===== src/rtl/assert_macros.svh =====
// Assertion macros used by the tier select top level.
// Each macro expects i_clk and i_rst_n to be visible in the using module.
`ifndef ASSERT_MACROS_SVH
`define ASSERT_MACROS_SVH

// Property checked every clock outside reset.
`define ATSEL_ASSERT(lbl, prop) \
    lbl: assert property (@(posedge i_clk) disable iff (!i_rst_n) (prop)) \
        else $error("tier select assertion failed");

// Condition in one cycle implies a consequence in the next.
`define ATSEL_ASSERT_NEXT(lbl, ante, cons) \
    lbl: assert property (@(posedge i_clk) disable iff (!i_rst_n) (ante) |=> (cons)) \
        else $error("tier select assertion failed");

`endif


===== src/rtl/atsel_pkg.sv =====
// Shared types and constants of the adaptive resolution tier select block.
// No dependencies; every RTL module imports this package.
package atsel_pkg;

    localparam int unsigned LVL_W     = 16;
    localparam int unsigned HYST_W    = 14;
    localparam int unsigned DIM_W     = 16;
    localparam int unsigned CFG_IDX_W = 3;
    localparam int unsigned CFG_DAT_W = 16;
    localparam int unsigned PROD_W    = 2 * DIM_W;

    // Q1.15 constants
    localparam logic [LVL_W-1:0]  FULL_Q15  = 16'd32768;
    localparam logic [LVL_W-1:0]  MIN_SCALE = 16'd1;
    localparam logic [HYST_W-1:0] MAX_HYST  = 14'd8192;
    localparam logic [PROD_W:0]   ROUND_Q15 = 33'd16384;

    localparam int unsigned QUEUE_DEPTH_DEF = 2;

    typedef enum logic [1:0] {
        TIER_NATIVE  = 2'd0,
        TIER_QUALITY = 2'd1,
        TIER_HALF    = 2'd2
    } t_tier;

    typedef enum logic [1:0] {
        RSN_FIXED  = 2'd0,
        RSN_LOW    = 2'd1,
        RSN_HIGH   = 2'd2,
        RSN_INSIDE = 2'd3
    } t_reason;

    typedef enum logic [CFG_IDX_W-1:0] {
        CFG_ENABLE        = 3'd0,
        CFG_QUALITY_ENTER = 3'd1,
        CFG_HALF_ENTER    = 3'd2,
        CFG_HYSTERESIS    = 3'd3,
        CFG_SCALE_LIMIT   = 3'd4,
        CFG_QUALITY_SCALE = 3'd5,
        CFG_HALF_SCALE    = 3'd6
    } t_cfg_idx;

    typedef struct packed {
        logic              enable;
        logic [LVL_W-1:0]  quality_enter;
        logic [LVL_W-1:0]  half_enter;
        logic [HYST_W-1:0] hysteresis;
        logic [LVL_W-1:0]  scale_limit;
        logic [LVL_W-1:0]  quality_scale;
        logic [LVL_W-1:0]  half_scale;
    } t_cfg;

    // Decided request waiting for the extent computation
    typedef struct packed {
        t_tier            tier;
        t_reason          reason;
        logic [LVL_W-1:0] eff;
        logic [DIM_W-1:0] width;
        logic [DIM_W-1:0] height;
        logic             first;
    } t_job;

    typedef struct packed {
        t_tier            tier;
        t_reason          reason;
        logic [LVL_W-1:0] eff;
        logic [DIM_W-1:0] act_width;
        logic [DIM_W-1:0] act_height;
        logic             changed;
    } t_result;

endpackage


===== src/rtl/atsel_cfg.sv =====
// Configuration register file of the tier select block.
// Depends on atsel_pkg.
module atsel_cfg
    import atsel_pkg::*;
(
    input  logic                 i_clk,
    input  logic                 i_rst_n,
    input  logic                 i_wr,
    input  logic [CFG_IDX_W-1:0] i_index,
    input  logic [CFG_DAT_W-1:0] i_data,
    output t_cfg                 o_cfg
);

    t_cfg r_cfg;

    // Register writes; unknown indexes are dropped
    always_ff @(posedge i_clk) begin
        if (!i_rst_n) begin
            r_cfg.enable        <= 1'b0;
            r_cfg.quality_enter <= 16'd16384;
            r_cfg.half_enter    <= 16'd24576;
            r_cfg.hysteresis    <= 14'd1638;
            r_cfg.scale_limit   <= 16'd32768;
            r_cfg.quality_scale <= 16'd24576;
            r_cfg.half_scale    <= 16'd16384;
        end else if (i_wr) begin
            case (t_cfg_idx'(i_index))
                CFG_ENABLE:        r_cfg.enable        <= i_data[0];
                CFG_QUALITY_ENTER: r_cfg.quality_enter <= i_data;
                CFG_HALF_ENTER:    r_cfg.half_enter    <= i_data;
                CFG_HYSTERESIS:    r_cfg.hysteresis    <= i_data[HYST_W-1:0];
                CFG_SCALE_LIMIT:   r_cfg.scale_limit   <= i_data;
                CFG_QUALITY_SCALE: r_cfg.quality_scale <= i_data;
                CFG_HALF_SCALE:    r_cfg.half_scale    <= i_data;
                default: ;
            endcase
        end
    end

    assign o_cfg = r_cfg;

endmodule


===== src/rtl/atsel_front.sv =====
// Front end: accepts requests, picks tier, reason and effective scale.
// Depends on atsel_pkg; feeds atsel_fifo.
module atsel_front
    import atsel_pkg::*;
(
    input  logic             i_clk,
    input  logic             i_rst_n,
    input  t_cfg             i_cfg,
    input  logic             i_valid,
    output logic             o_ready,
    input  logic [LVL_W-1:0] i_coverage,
    input  logic             i_inside,
    input  logic [DIM_W-1:0] i_width,
    input  logic [DIM_W-1:0] i_height,
    input  logic             i_full,
    output logic             o_push,
    output t_job             o_job
);

    logic  r_has_decided;
    t_tier r_last_tier;

    function automatic logic [LVL_W-1:0] sat_level(input logic [LVL_W-1:0] v);
        return (v > FULL_Q15) ? FULL_Q15 : v;
    endfunction

    function automatic logic [LVL_W-1:0] sat_scale(input logic [LVL_W-1:0] v);
        logic [LVL_W-1:0] s;
        s = (v > FULL_Q15) ? FULL_Q15 : v;
        return (s < MIN_SCALE) ? MIN_SCALE : s;
    endfunction

    logic [LVL_W-1:0]  cov, q_enter, h_enter, q_exit, h_exit, h_exit_raw;
    logic [LVL_W-1:0]  hyst, t_scale, limit;
    t_tier             prev, tier;
    t_reason           reason;

    assign o_ready = !i_full;
    assign o_push  = i_valid && !i_full;

    // Thresholds with saturation and hysteresis
    always_comb begin
        cov        = sat_level(i_coverage);
        q_enter    = sat_level(i_cfg.quality_enter);
        h_enter    = sat_level(i_cfg.half_enter);
        if (h_enter < q_enter) h_enter = q_enter;
        hyst       = (i_cfg.hysteresis > MAX_HYST) ? LVL_W'(MAX_HYST)
                                                   : LVL_W'(i_cfg.hysteresis);
        q_exit     = (q_enter > hyst) ? (q_enter - hyst) : '0;
        h_exit_raw = (h_enter > hyst) ? (h_enter - hyst) : '0;
        h_exit     = (h_exit_raw < q_exit) ? q_exit : h_exit_raw;
    end

    // Tier decision from the previous tier
    always_comb begin
        prev   = r_has_decided ? r_last_tier : TIER_NATIVE;
        tier   = TIER_NATIVE;
        reason = RSN_FIXED;
        if (i_cfg.enable) begin
            if (i_inside) begin
                tier = TIER_HALF;
            end else begin
                case (prev)
                    TIER_QUALITY: begin
                        if (cov >= h_enter)     tier = TIER_HALF;
                        else if (cov < q_exit)  tier = TIER_NATIVE;
                        else                    tier = TIER_QUALITY;
                    end
                    TIER_HALF: begin
                        if (cov < q_exit)       tier = TIER_NATIVE;
                        else if (cov < h_exit)  tier = TIER_QUALITY;
                        else                    tier = TIER_HALF;
                    end
                    default: begin
                        if (cov >= h_enter)     tier = TIER_HALF;
                        else if (cov >= q_enter) tier = TIER_QUALITY;
                        else                    tier = TIER_NATIVE;
                    end
                endcase
            end
            if (i_inside)                 reason = RSN_INSIDE;
            else if (tier != TIER_NATIVE) reason = RSN_HIGH;
            else                          reason = RSN_LOW;
        end
    end

    // Effective scale: min of limit and tier scale
    always_comb begin
        case (tier)
            TIER_QUALITY: t_scale = sat_scale(i_cfg.quality_scale);
            TIER_HALF:    t_scale = sat_scale(i_cfg.half_scale);
            default:      t_scale = FULL_Q15;
        endcase
        limit = sat_scale(i_cfg.scale_limit);
    end

    always_comb begin
        o_job.tier   = tier;
        o_job.reason = reason;
        o_job.eff    = (limit < t_scale) ? limit : t_scale;
        o_job.width  = i_width;
        o_job.height = i_height;
        o_job.first  = !r_has_decided;
    end

    // Decision history
    always_ff @(posedge i_clk) begin
        if (!i_rst_n) begin
            r_has_decided <= 1'b0;
            r_last_tier   <= TIER_NATIVE;
        end else if (o_push) begin
            r_has_decided <= 1'b1;
            r_last_tier   <= tier;
        end
    end

endmodule


===== src/rtl/atsel_fifo.sv =====
// Short queue of decided requests between front and back end.
// Depends on atsel_pkg for the entry type.
module atsel_fifo
    import atsel_pkg::*;
#(
    parameter int unsigned DEPTH = QUEUE_DEPTH_DEF
) (
    input  logic i_clk,
    input  logic i_rst_n,
    input  logic i_push,
    input  t_job i_data,
    input  logic i_pop,
    output t_job o_data,
    output logic o_full,
    output logic o_empty
);

    localparam int unsigned PTR_W = (DEPTH > 1) ? $clog2(DEPTH) : 1;
    localparam int unsigned CNT_W = $clog2(DEPTH + 1);
    localparam logic [PTR_W-1:0] LAST_PTR = PTR_W'(DEPTH - 1);

    t_job             r_mem [DEPTH];
    logic [PTR_W-1:0] r_wptr, r_rptr;
    logic [CNT_W-1:0] r_count;
    logic             wr_en, rd_en;

    assign o_full  = (r_count == CNT_W'(DEPTH));
    assign o_empty = (r_count == '0);
    assign wr_en   = i_push && !o_full;
    assign rd_en   = i_pop && !o_empty;
    assign o_data  = r_mem[r_rptr];

    // Entry storage
    always_ff @(posedge i_clk) begin
        if (wr_en) r_mem[r_wptr] <= i_data;
    end

    // Pointers and fill count
    always_ff @(posedge i_clk) begin
        if (!i_rst_n) begin
            r_wptr  <= '0;
            r_rptr  <= '0;
            r_count <= '0;
        end else begin
            if (wr_en) r_wptr <= (r_wptr == LAST_PTR) ? '0 : r_wptr + 1'b1;
            if (rd_en) r_rptr <= (r_rptr == LAST_PTR) ? '0 : r_rptr + 1'b1;
            if (wr_en && !rd_en)      r_count <= r_count + 1'b1;
            else if (rd_en && !wr_en) r_count <= r_count - 1'b1;
        end
    end

endmodule


===== src/rtl/atsel_back.sv =====
// Back end: scales the extent, rounds, clamps and flags extent changes.
// Depends on atsel_pkg; drains atsel_fifo, drives the output register.
module atsel_back
    import atsel_pkg::*;
(
    input  logic    i_clk,
    input  logic    i_rst_n,
    input  logic    i_empty,
    input  t_job    i_job,
    output logic    o_pop,
    output logic    o_valid,
    input  logic    i_ready,
    output t_result o_res
);

    logic              r_s1_v, r_o_v;
    t_job              r_s1_job;
    logic [PROD_W-1:0] r_prod_w, r_prod_h;
    logic [DIM_W-1:0]  r_last_w, r_last_h;
    t_result           r_res, n_res;
    logic              out_ld, s1_ld, empty_scene;
    logic [DIM_W-1:0]  aw, ah;

    // Round half up, clamp to 1..dim
    function automatic logic [DIM_W-1:0] round_clamp(input logic [PROD_W-1:0] prod,
                                                     input logic [DIM_W-1:0]  dim);
        logic [PROD_W:0]   sum;
        logic [PROD_W-15:0] r;
        sum = {1'b0, prod} + ROUND_Q15;
        r   = sum[PROD_W:15];
        if (r == '0) r = (PROD_W-14)'(1);
        if (r > (PROD_W-14)'(dim)) r = (PROD_W-14)'(dim);
        return r[DIM_W-1:0];
    endfunction

    // Pipeline advance
    assign out_ld = r_s1_v && (!r_o_v || i_ready);
    assign s1_ld  = !r_s1_v || out_ld;
    assign o_pop  = s1_ld && !i_empty;

    // Stage 1: the two products
    always_ff @(posedge i_clk) begin
        if (o_pop) begin
            r_s1_job <= i_job;
            r_prod_w <= i_job.width * i_job.eff;
            r_prod_h <= i_job.height * i_job.eff;
        end
    end

    // Stage 2: round, clamp, compare with last extent
    always_comb begin
        empty_scene = (r_s1_job.width == '0) || (r_s1_job.height == '0);
        aw = empty_scene ? '0 : round_clamp(r_prod_w, r_s1_job.width);
        ah = empty_scene ? '0 : round_clamp(r_prod_h, r_s1_job.height);
        n_res.tier       = r_s1_job.tier;
        n_res.reason     = r_s1_job.reason;
        n_res.eff        = r_s1_job.eff;
        n_res.act_width  = aw;
        n_res.act_height = ah;
        n_res.changed    = r_s1_job.first || (aw != r_last_w) || (ah != r_last_h);
    end

    always_ff @(posedge i_clk) begin
        if (out_ld) r_res <= n_res;
    end

    // Valid flags and last extent
    always_ff @(posedge i_clk) begin
        if (!i_rst_n) begin
            r_s1_v   <= 1'b0;
            r_o_v    <= 1'b0;
            r_last_w <= '0;
            r_last_h <= '0;
        end else begin
            if (s1_ld) r_s1_v <= !i_empty;
            if (out_ld) begin
                r_o_v    <= 1'b1;
                r_last_w <= aw;
                r_last_h <= ah;
            end else if (i_ready) begin
                r_o_v <= 1'b0;
            end
        end
    end

    assign o_valid = r_o_v;
    assign o_res   = r_res;

endmodule


===== src/rtl/adaptive_resolution_tier_select.sv =====
// Adaptive resolution tier select. Takes one request per clock: coverage,
// camera-inside flag and scene size in, tier, reason, effective scale, scaled
// extent and a change flag out. The front end decides the tier in the accept
// cycle and queues the decision; the back end does the two 16x16 multiplies
// in one stage and rounding, clamping and change detection in the next.
// A result passes through the decision queue, the stage-1 product registers
// and the output register, which holds it until it is taken.
// Throughput is one request per cycle; input ready drops only when the
// decision queue is full. Configuration writes are taken at any time, one
// per cycle, but belong in idle periods.
`include "assert_macros.svh"

module adaptive_resolution_tier_select
    import atsel_pkg::*;
#(
    parameter int unsigned QUEUE_DEPTH = QUEUE_DEPTH_DEF
) (
    input  logic                 i_clk,
    input  logic                 i_rst_n,
    // tdata: coverage[15:0], scene_width[31:16], scene_height[47:32]
    input  logic                 i_s_axis_tvalid,
    output logic                 o_s_axis_tready,
    input  logic [47:0]          i_s_axis_tdata,
    // tuser: camera_inside[0]
    input  logic                 i_s_axis_tuser,
    // tdata: tier[1:0], reason[3:2], effective_scale[19:4],
    //        active_width[35:20], active_height[51:36], zero fill[55:52]
    output logic                 o_m_axis_tvalid,
    input  logic                 i_m_axis_tready,
    output logic [55:0]          o_m_axis_tdata,
    // tuser: extent_changed[0]
    output logic                 o_m_axis_tuser,
    input  logic                 i_cfg_valid,
    output logic                 o_cfg_ready,
    input  logic [CFG_IDX_W-1:0] i_cfg_index,
    input  logic [CFG_DAT_W-1:0] i_cfg_data
);

    t_cfg    cfg;
    t_job    push_job, pop_job;
    logic    push, pop, full, empty;
    t_result res;

    assign o_cfg_ready = 1'b1;

    atsel_cfg u_cfg (
        .i_clk   (i_clk),
        .i_rst_n (i_rst_n),
        .i_wr    (i_cfg_valid && o_cfg_ready),
        .i_index (i_cfg_index),
        .i_data  (i_cfg_data),
        .o_cfg   (cfg)
    );

    atsel_front u_front (
        .i_clk      (i_clk),
        .i_rst_n    (i_rst_n),
        .i_cfg      (cfg),
        .i_valid    (i_s_axis_tvalid),
        .o_ready    (o_s_axis_tready),
        .i_coverage (i_s_axis_tdata[15:0]),
        .i_inside   (i_s_axis_tuser),
        .i_width    (i_s_axis_tdata[31:16]),
        .i_height   (i_s_axis_tdata[47:32]),
        .i_full     (full),
        .o_push     (push),
        .o_job      (push_job)
    );

    atsel_fifo #(
        .DEPTH (QUEUE_DEPTH)
    ) u_fifo (
        .i_clk   (i_clk),
        .i_rst_n (i_rst_n),
        .i_push  (push),
        .i_data  (push_job),
        .i_pop   (pop),
        .o_data  (pop_job),
        .o_full  (full),
        .o_empty (empty)
    );

    atsel_back u_back (
        .i_clk   (i_clk),
        .i_rst_n (i_rst_n),
        .i_empty (empty),
        .i_job   (pop_job),
        .o_pop   (pop),
        .o_valid (o_m_axis_tvalid),
        .i_ready (i_m_axis_tready),
        .o_res   (res)
    );

    // Output packing
    assign o_m_axis_tdata = {4'b0, res.act_height, res.act_width, res.eff,
                             res.reason, res.tier};
    assign o_m_axis_tuser = res.changed;

    // A non-native tier always carries a coverage or camera reason
    `ATSEL_ASSERT(a_tier_reason, !o_m_axis_tvalid || res.tier == TIER_NATIVE || res.reason == RSN_HIGH || res.reason == RSN_INSIDE)
    // Both extents are zero together or not at all
    `ATSEL_ASSERT(a_empty_pair, !o_m_axis_tvalid || ((res.act_width == '0) == (res.act_height == '0)))
    // Effective scale stays within 1..full
    `ATSEL_ASSERT(a_eff_range, !o_m_axis_tvalid || (res.eff != '0 && res.eff <= FULL_Q15))
    // A stalled result holds its value
    `ATSEL_ASSERT_NEXT(a_out_hold, o_m_axis_tvalid && !i_m_axis_tready, o_m_axis_tvalid && $stable(o_m_axis_tdata) && $stable(o_m_axis_tuser))

endmodule

===== config.mk =====
export PLATFORM = sky130hd
export DESIGN_NAME = adaptive_resolution_tier_select
export DESIGN_NICKNAME = d
export VERILOG_FILES = /design/src/rtl/atsel_pkg.sv /design/src/rtl/atsel_cfg.sv /design/src/rtl/atsel_front.sv /design/src/rtl/atsel_fifo.sv /design/src/rtl/atsel_back.sv /design/src/rtl/adaptive_resolution_tier_select.sv
export VERILOG_INCLUDE_DIRS = /design/src /design/src/rtl
export SDC_FILE = /design/constraint.sdc
export NUM_CORES = 2
export LEC_CHECK = 0
export BUFFER_PORTS_ARGS = -buffer_cell sky130_fd_sc_hd__buf_2
export CAP_MARGIN = 10
export CORE_UTILIZATION = 55
export DETAILED_ROUTE_END_ITERATION = 7
export GPL_TIMING_DRIVEN = 0
export MAX_ROUTING_LAYER = met4
export PLACE_DENSITY = 0.72
export RECOVER_POWER = 25
export SETUP_SLACK_MARGIN = 0.05
export SKIP_LAST_GASP = 1
export SLEW_MARGIN = 25
export SYNTH_ARGS = -nofsm -noshare
export SYNTH_HDL_FRONTEND = slang
export SYNTH_SLANG_ARGS = --single-unit

===== constraint.sdc =====
create_clock -name i_clk -period 13.75 [get_ports i_clk]
set_clock_uncertainty 0.05 [all_clocks]
set_input_delay 2.75 -clock i_clk [delete_from_list [all_inputs] [get_ports i_clk]]
set_output_delay 2.75 -clock i_clk [all_outputs]
set_load 0.005 [all_outputs]

==> metrics.txt <==
status finished, violations left; failing checks capacitance limit, slew limit; Critical path buffers and inverters 7; Seq cells post-synth 385; DR pass1 iterations 8; most frequent cells in the layout nand2_1, inv_1, fa_1; Max transition margin -83.7%; vias in the first global route between 20000 and 30000; initial antenna violation count 0; port bufs 124; Min Hold Slack 0.367 ns; core area 0.0662 mm2; WL/cell ~20 um; Syn Inst Count slightly below 4000; HP Class flop to flop; synthesized area 0.0370 mm2; Initial Util 55.9%; RD Place Congestion 0.992; prevailing post-synth register cell edfxtp_1; commonest non-fill, non-tap cell in the layout nand2_1; Seq/Total Area, Yosys 27.5%; Synth Warn # 0; TritonCTS clock tree built; final worst-path cycle share 94.2%; GR Overflow Total 0; post-DP HPWL 82.8 mm; MaxCap Viol Count 1; Final setup viols 0; Max Fanout on Critical Path 10; Multi-input gate area 0.0241 mm2; Layout Area Growth over Synthesis 9.80%; CP peak stage delay 0.39 ns; drt total wl between 100 and 150 mm; CP arrival 13.24 ns; row cnt 94; total CTS buffers 43; critical path class flop to flop; fill cell count between 5000 and 6000; NumNets Final 4986; Total Routing Usage GR about a third; PnR worst setup slack 0.791 ns; root buf cell clkbuf_16; Crit-path slowest cell ha_1; Max Root-Sink Buffers 3; Cell variety after synth 94; Fin. Hold Viols 0; first-pass GRT wire length 160 mm; num ports 133; DRT iter0 DRCs 2483; CTS H-Tree Depth 2; critical path's top delay family compound AO/OA/AOI/OAI gates; routed vias/inst approximately 5.7; drt drc 0; post-synthesis average cell area 9.34 um2; largest net degree at the start of global routing 74; Worst Tran Pin Value 2.76 ns; Max Fclk 77.2 MHz; Worst setup SP type flop; pre-CTS WS -1.87 ns; layout cell share with drive strength beyond 1 7.70%; Pins Over Slew Limit 50; Seq. cell area between 0.01 and 0.015 mm2; clock sink count 385; CP Capture Type flop; WP data required approximately 14 ns; dpl cell area 0.0389 mm2; post-route cell area 0.0407 mm2; Clock Pin Slew Worst Setup and Hold Paths 0.06 ns; setup TNS 0 ns; post-layout min period 12.96 ns; Worst-Skew Late Latency 0.61 ns; chip height 261 um; Die W 261 um; die area 0.0684 mm2; setup repair after global routing missed its margin no; Final ANT Viol Nets 0; asr flop ratio synth 0%; Vias 29000; Post-synth EDFFs 248; CP dominant cell by count a21o_1
==> final timing paths <==
path / startpoint / endpoint / slack (ns) / cells after the start
worst min-delay path: u_back.n_res[49] / u_back.o_res[49] / 0.37 / 0
worst min register to register: u_back.n_res[49] / u_back.o_res[49] / 0.37 / 0
worst max-delay path: u_cfg.o_cfg[81] / u_fifo.r_mem[0][45] / 0.79 / 62
worst max register to register: u_cfg.o_cfg[81] / u_fifo.r_mem[0][45] / 0.79 / 62
==> final cells by class <==
type                       count  area share, %
antenna                        2         0.0123
buffer                       145           1.64
clock buffer                  54           2.95
clock inverter                25          0.800
inverter                     627           5.80
multi-input combinational   2812           59.2
sequential                   385           25.1
tap                          864           2.66
timing repair buffer         135           1.84
==> layer usage <==
| metal | vias to the layer above | global-route usage [%] | wire (um) |
|---|---|---|---|
| met3 | 245 | 5.14 | 7860 |
| li1 | 13400 | - | - |
| met1 | 14200 | 40.7 | 42200 |
| met2 | 1181 | 50.4 | 48300 |
| met4 | 0 | 10.7 | 3930 |
| met5 | - | - | 0 |
==> synth_stat cells (all sizes together), types with 8 or more instances <==
| master | number | area, um2 |
|---|---|---|
| xor2 | 41 | 359 |
| or3 | 14 | 87.6 |
| inv | 614 | 2300 |
| mux2i | 67 | 687 |
| xnor2 | 61 | 534 |
| a21oi | 94 | 485 |
| nor2b | 60 | 375 |
| o21a | 21 | 158 |
| or2 | 17 | 106 |
| nor3 | 40 | 200 |
| a21o | 68 | 518 |
| and4 | 11 | 97.6 |
| a22oi | 16 | 120 |
| nand2 | 690 | 2590 |
| a211oi | 40 | 310 |
| nor4 | 39 | 250 |
| fa | 388 | 7770 |
| clkinv | 13 | 48.8 |
| nor2 | 290 | 1090 |
| a31oi | 16 | 100 |
| nand4 | 37 | 244 |
| and3 | 22 | 139 |
| mux2 | 14 | 165 |
| buf | 30 | 189 |
| dfxtp | 137 | 2740 |
| o211ai | 18 | 150 |
| and2 | 24 | 150 |
| ha | 376 | 4700 |
| a21boi | 116 | 871 |
| o21ai | 60 | 304 |
| o2111ai | 8 | 70.1 |
| nand3 | 49 | 255 |
| edfxtp | 248 | 7450 |
| clkbuf | 115 | 442 |
| nand2b | 20 | 125 |
==> through the flow <==
stage,std cells,util [%]
after floorplan,3969,-
after global placement,4957,58.5
final,5049,61.4
after CTS,5043,61.2
after detailed placement,4962,58.8
after global routing,5047,61.4
==> flip-flops by register name (all words and copies together) (netlist names), named ones only <==
signal,cells
u_back.n_res,20
u_back.o_res,53
u_back.o_valid,1
u_back.r_last_h,16
u_back.r_last_w,16
u_back.r_prod_h,18
u_back.r_prod_w,18
u_back.r_s1_job,33
u_back.r_s1_v,1
u_cfg.o_cfg,95
u_fifo.r_count,2
u_fifo.r_mem,106
u_fifo.r_rptr,1
u_fifo.r_wptr,1
u_front.r_has_decided,1
u_front.r_last_tier,2
==> what timing repair did <==
item                       in CTS  in global routing
setup buffers                   2                  4
hold buffers                    0                  0
setup endpoints to repair      32                 32
pin swaps                       2                 11
gates resized for setup        27                 39
==> cells by family after synthesis <==
family	share of synthesized area, %
simple gates	15.7
flops	27.5
fa+ha+maj	33.7
other cells	0.0203
compound gates	10.3
mux	2.30
xor+xnor	2.41
buf+inv	8.06
Power is not shown: default switching activity piles up to over one toggle a cycle in this logic, so the estimate is an artifact.
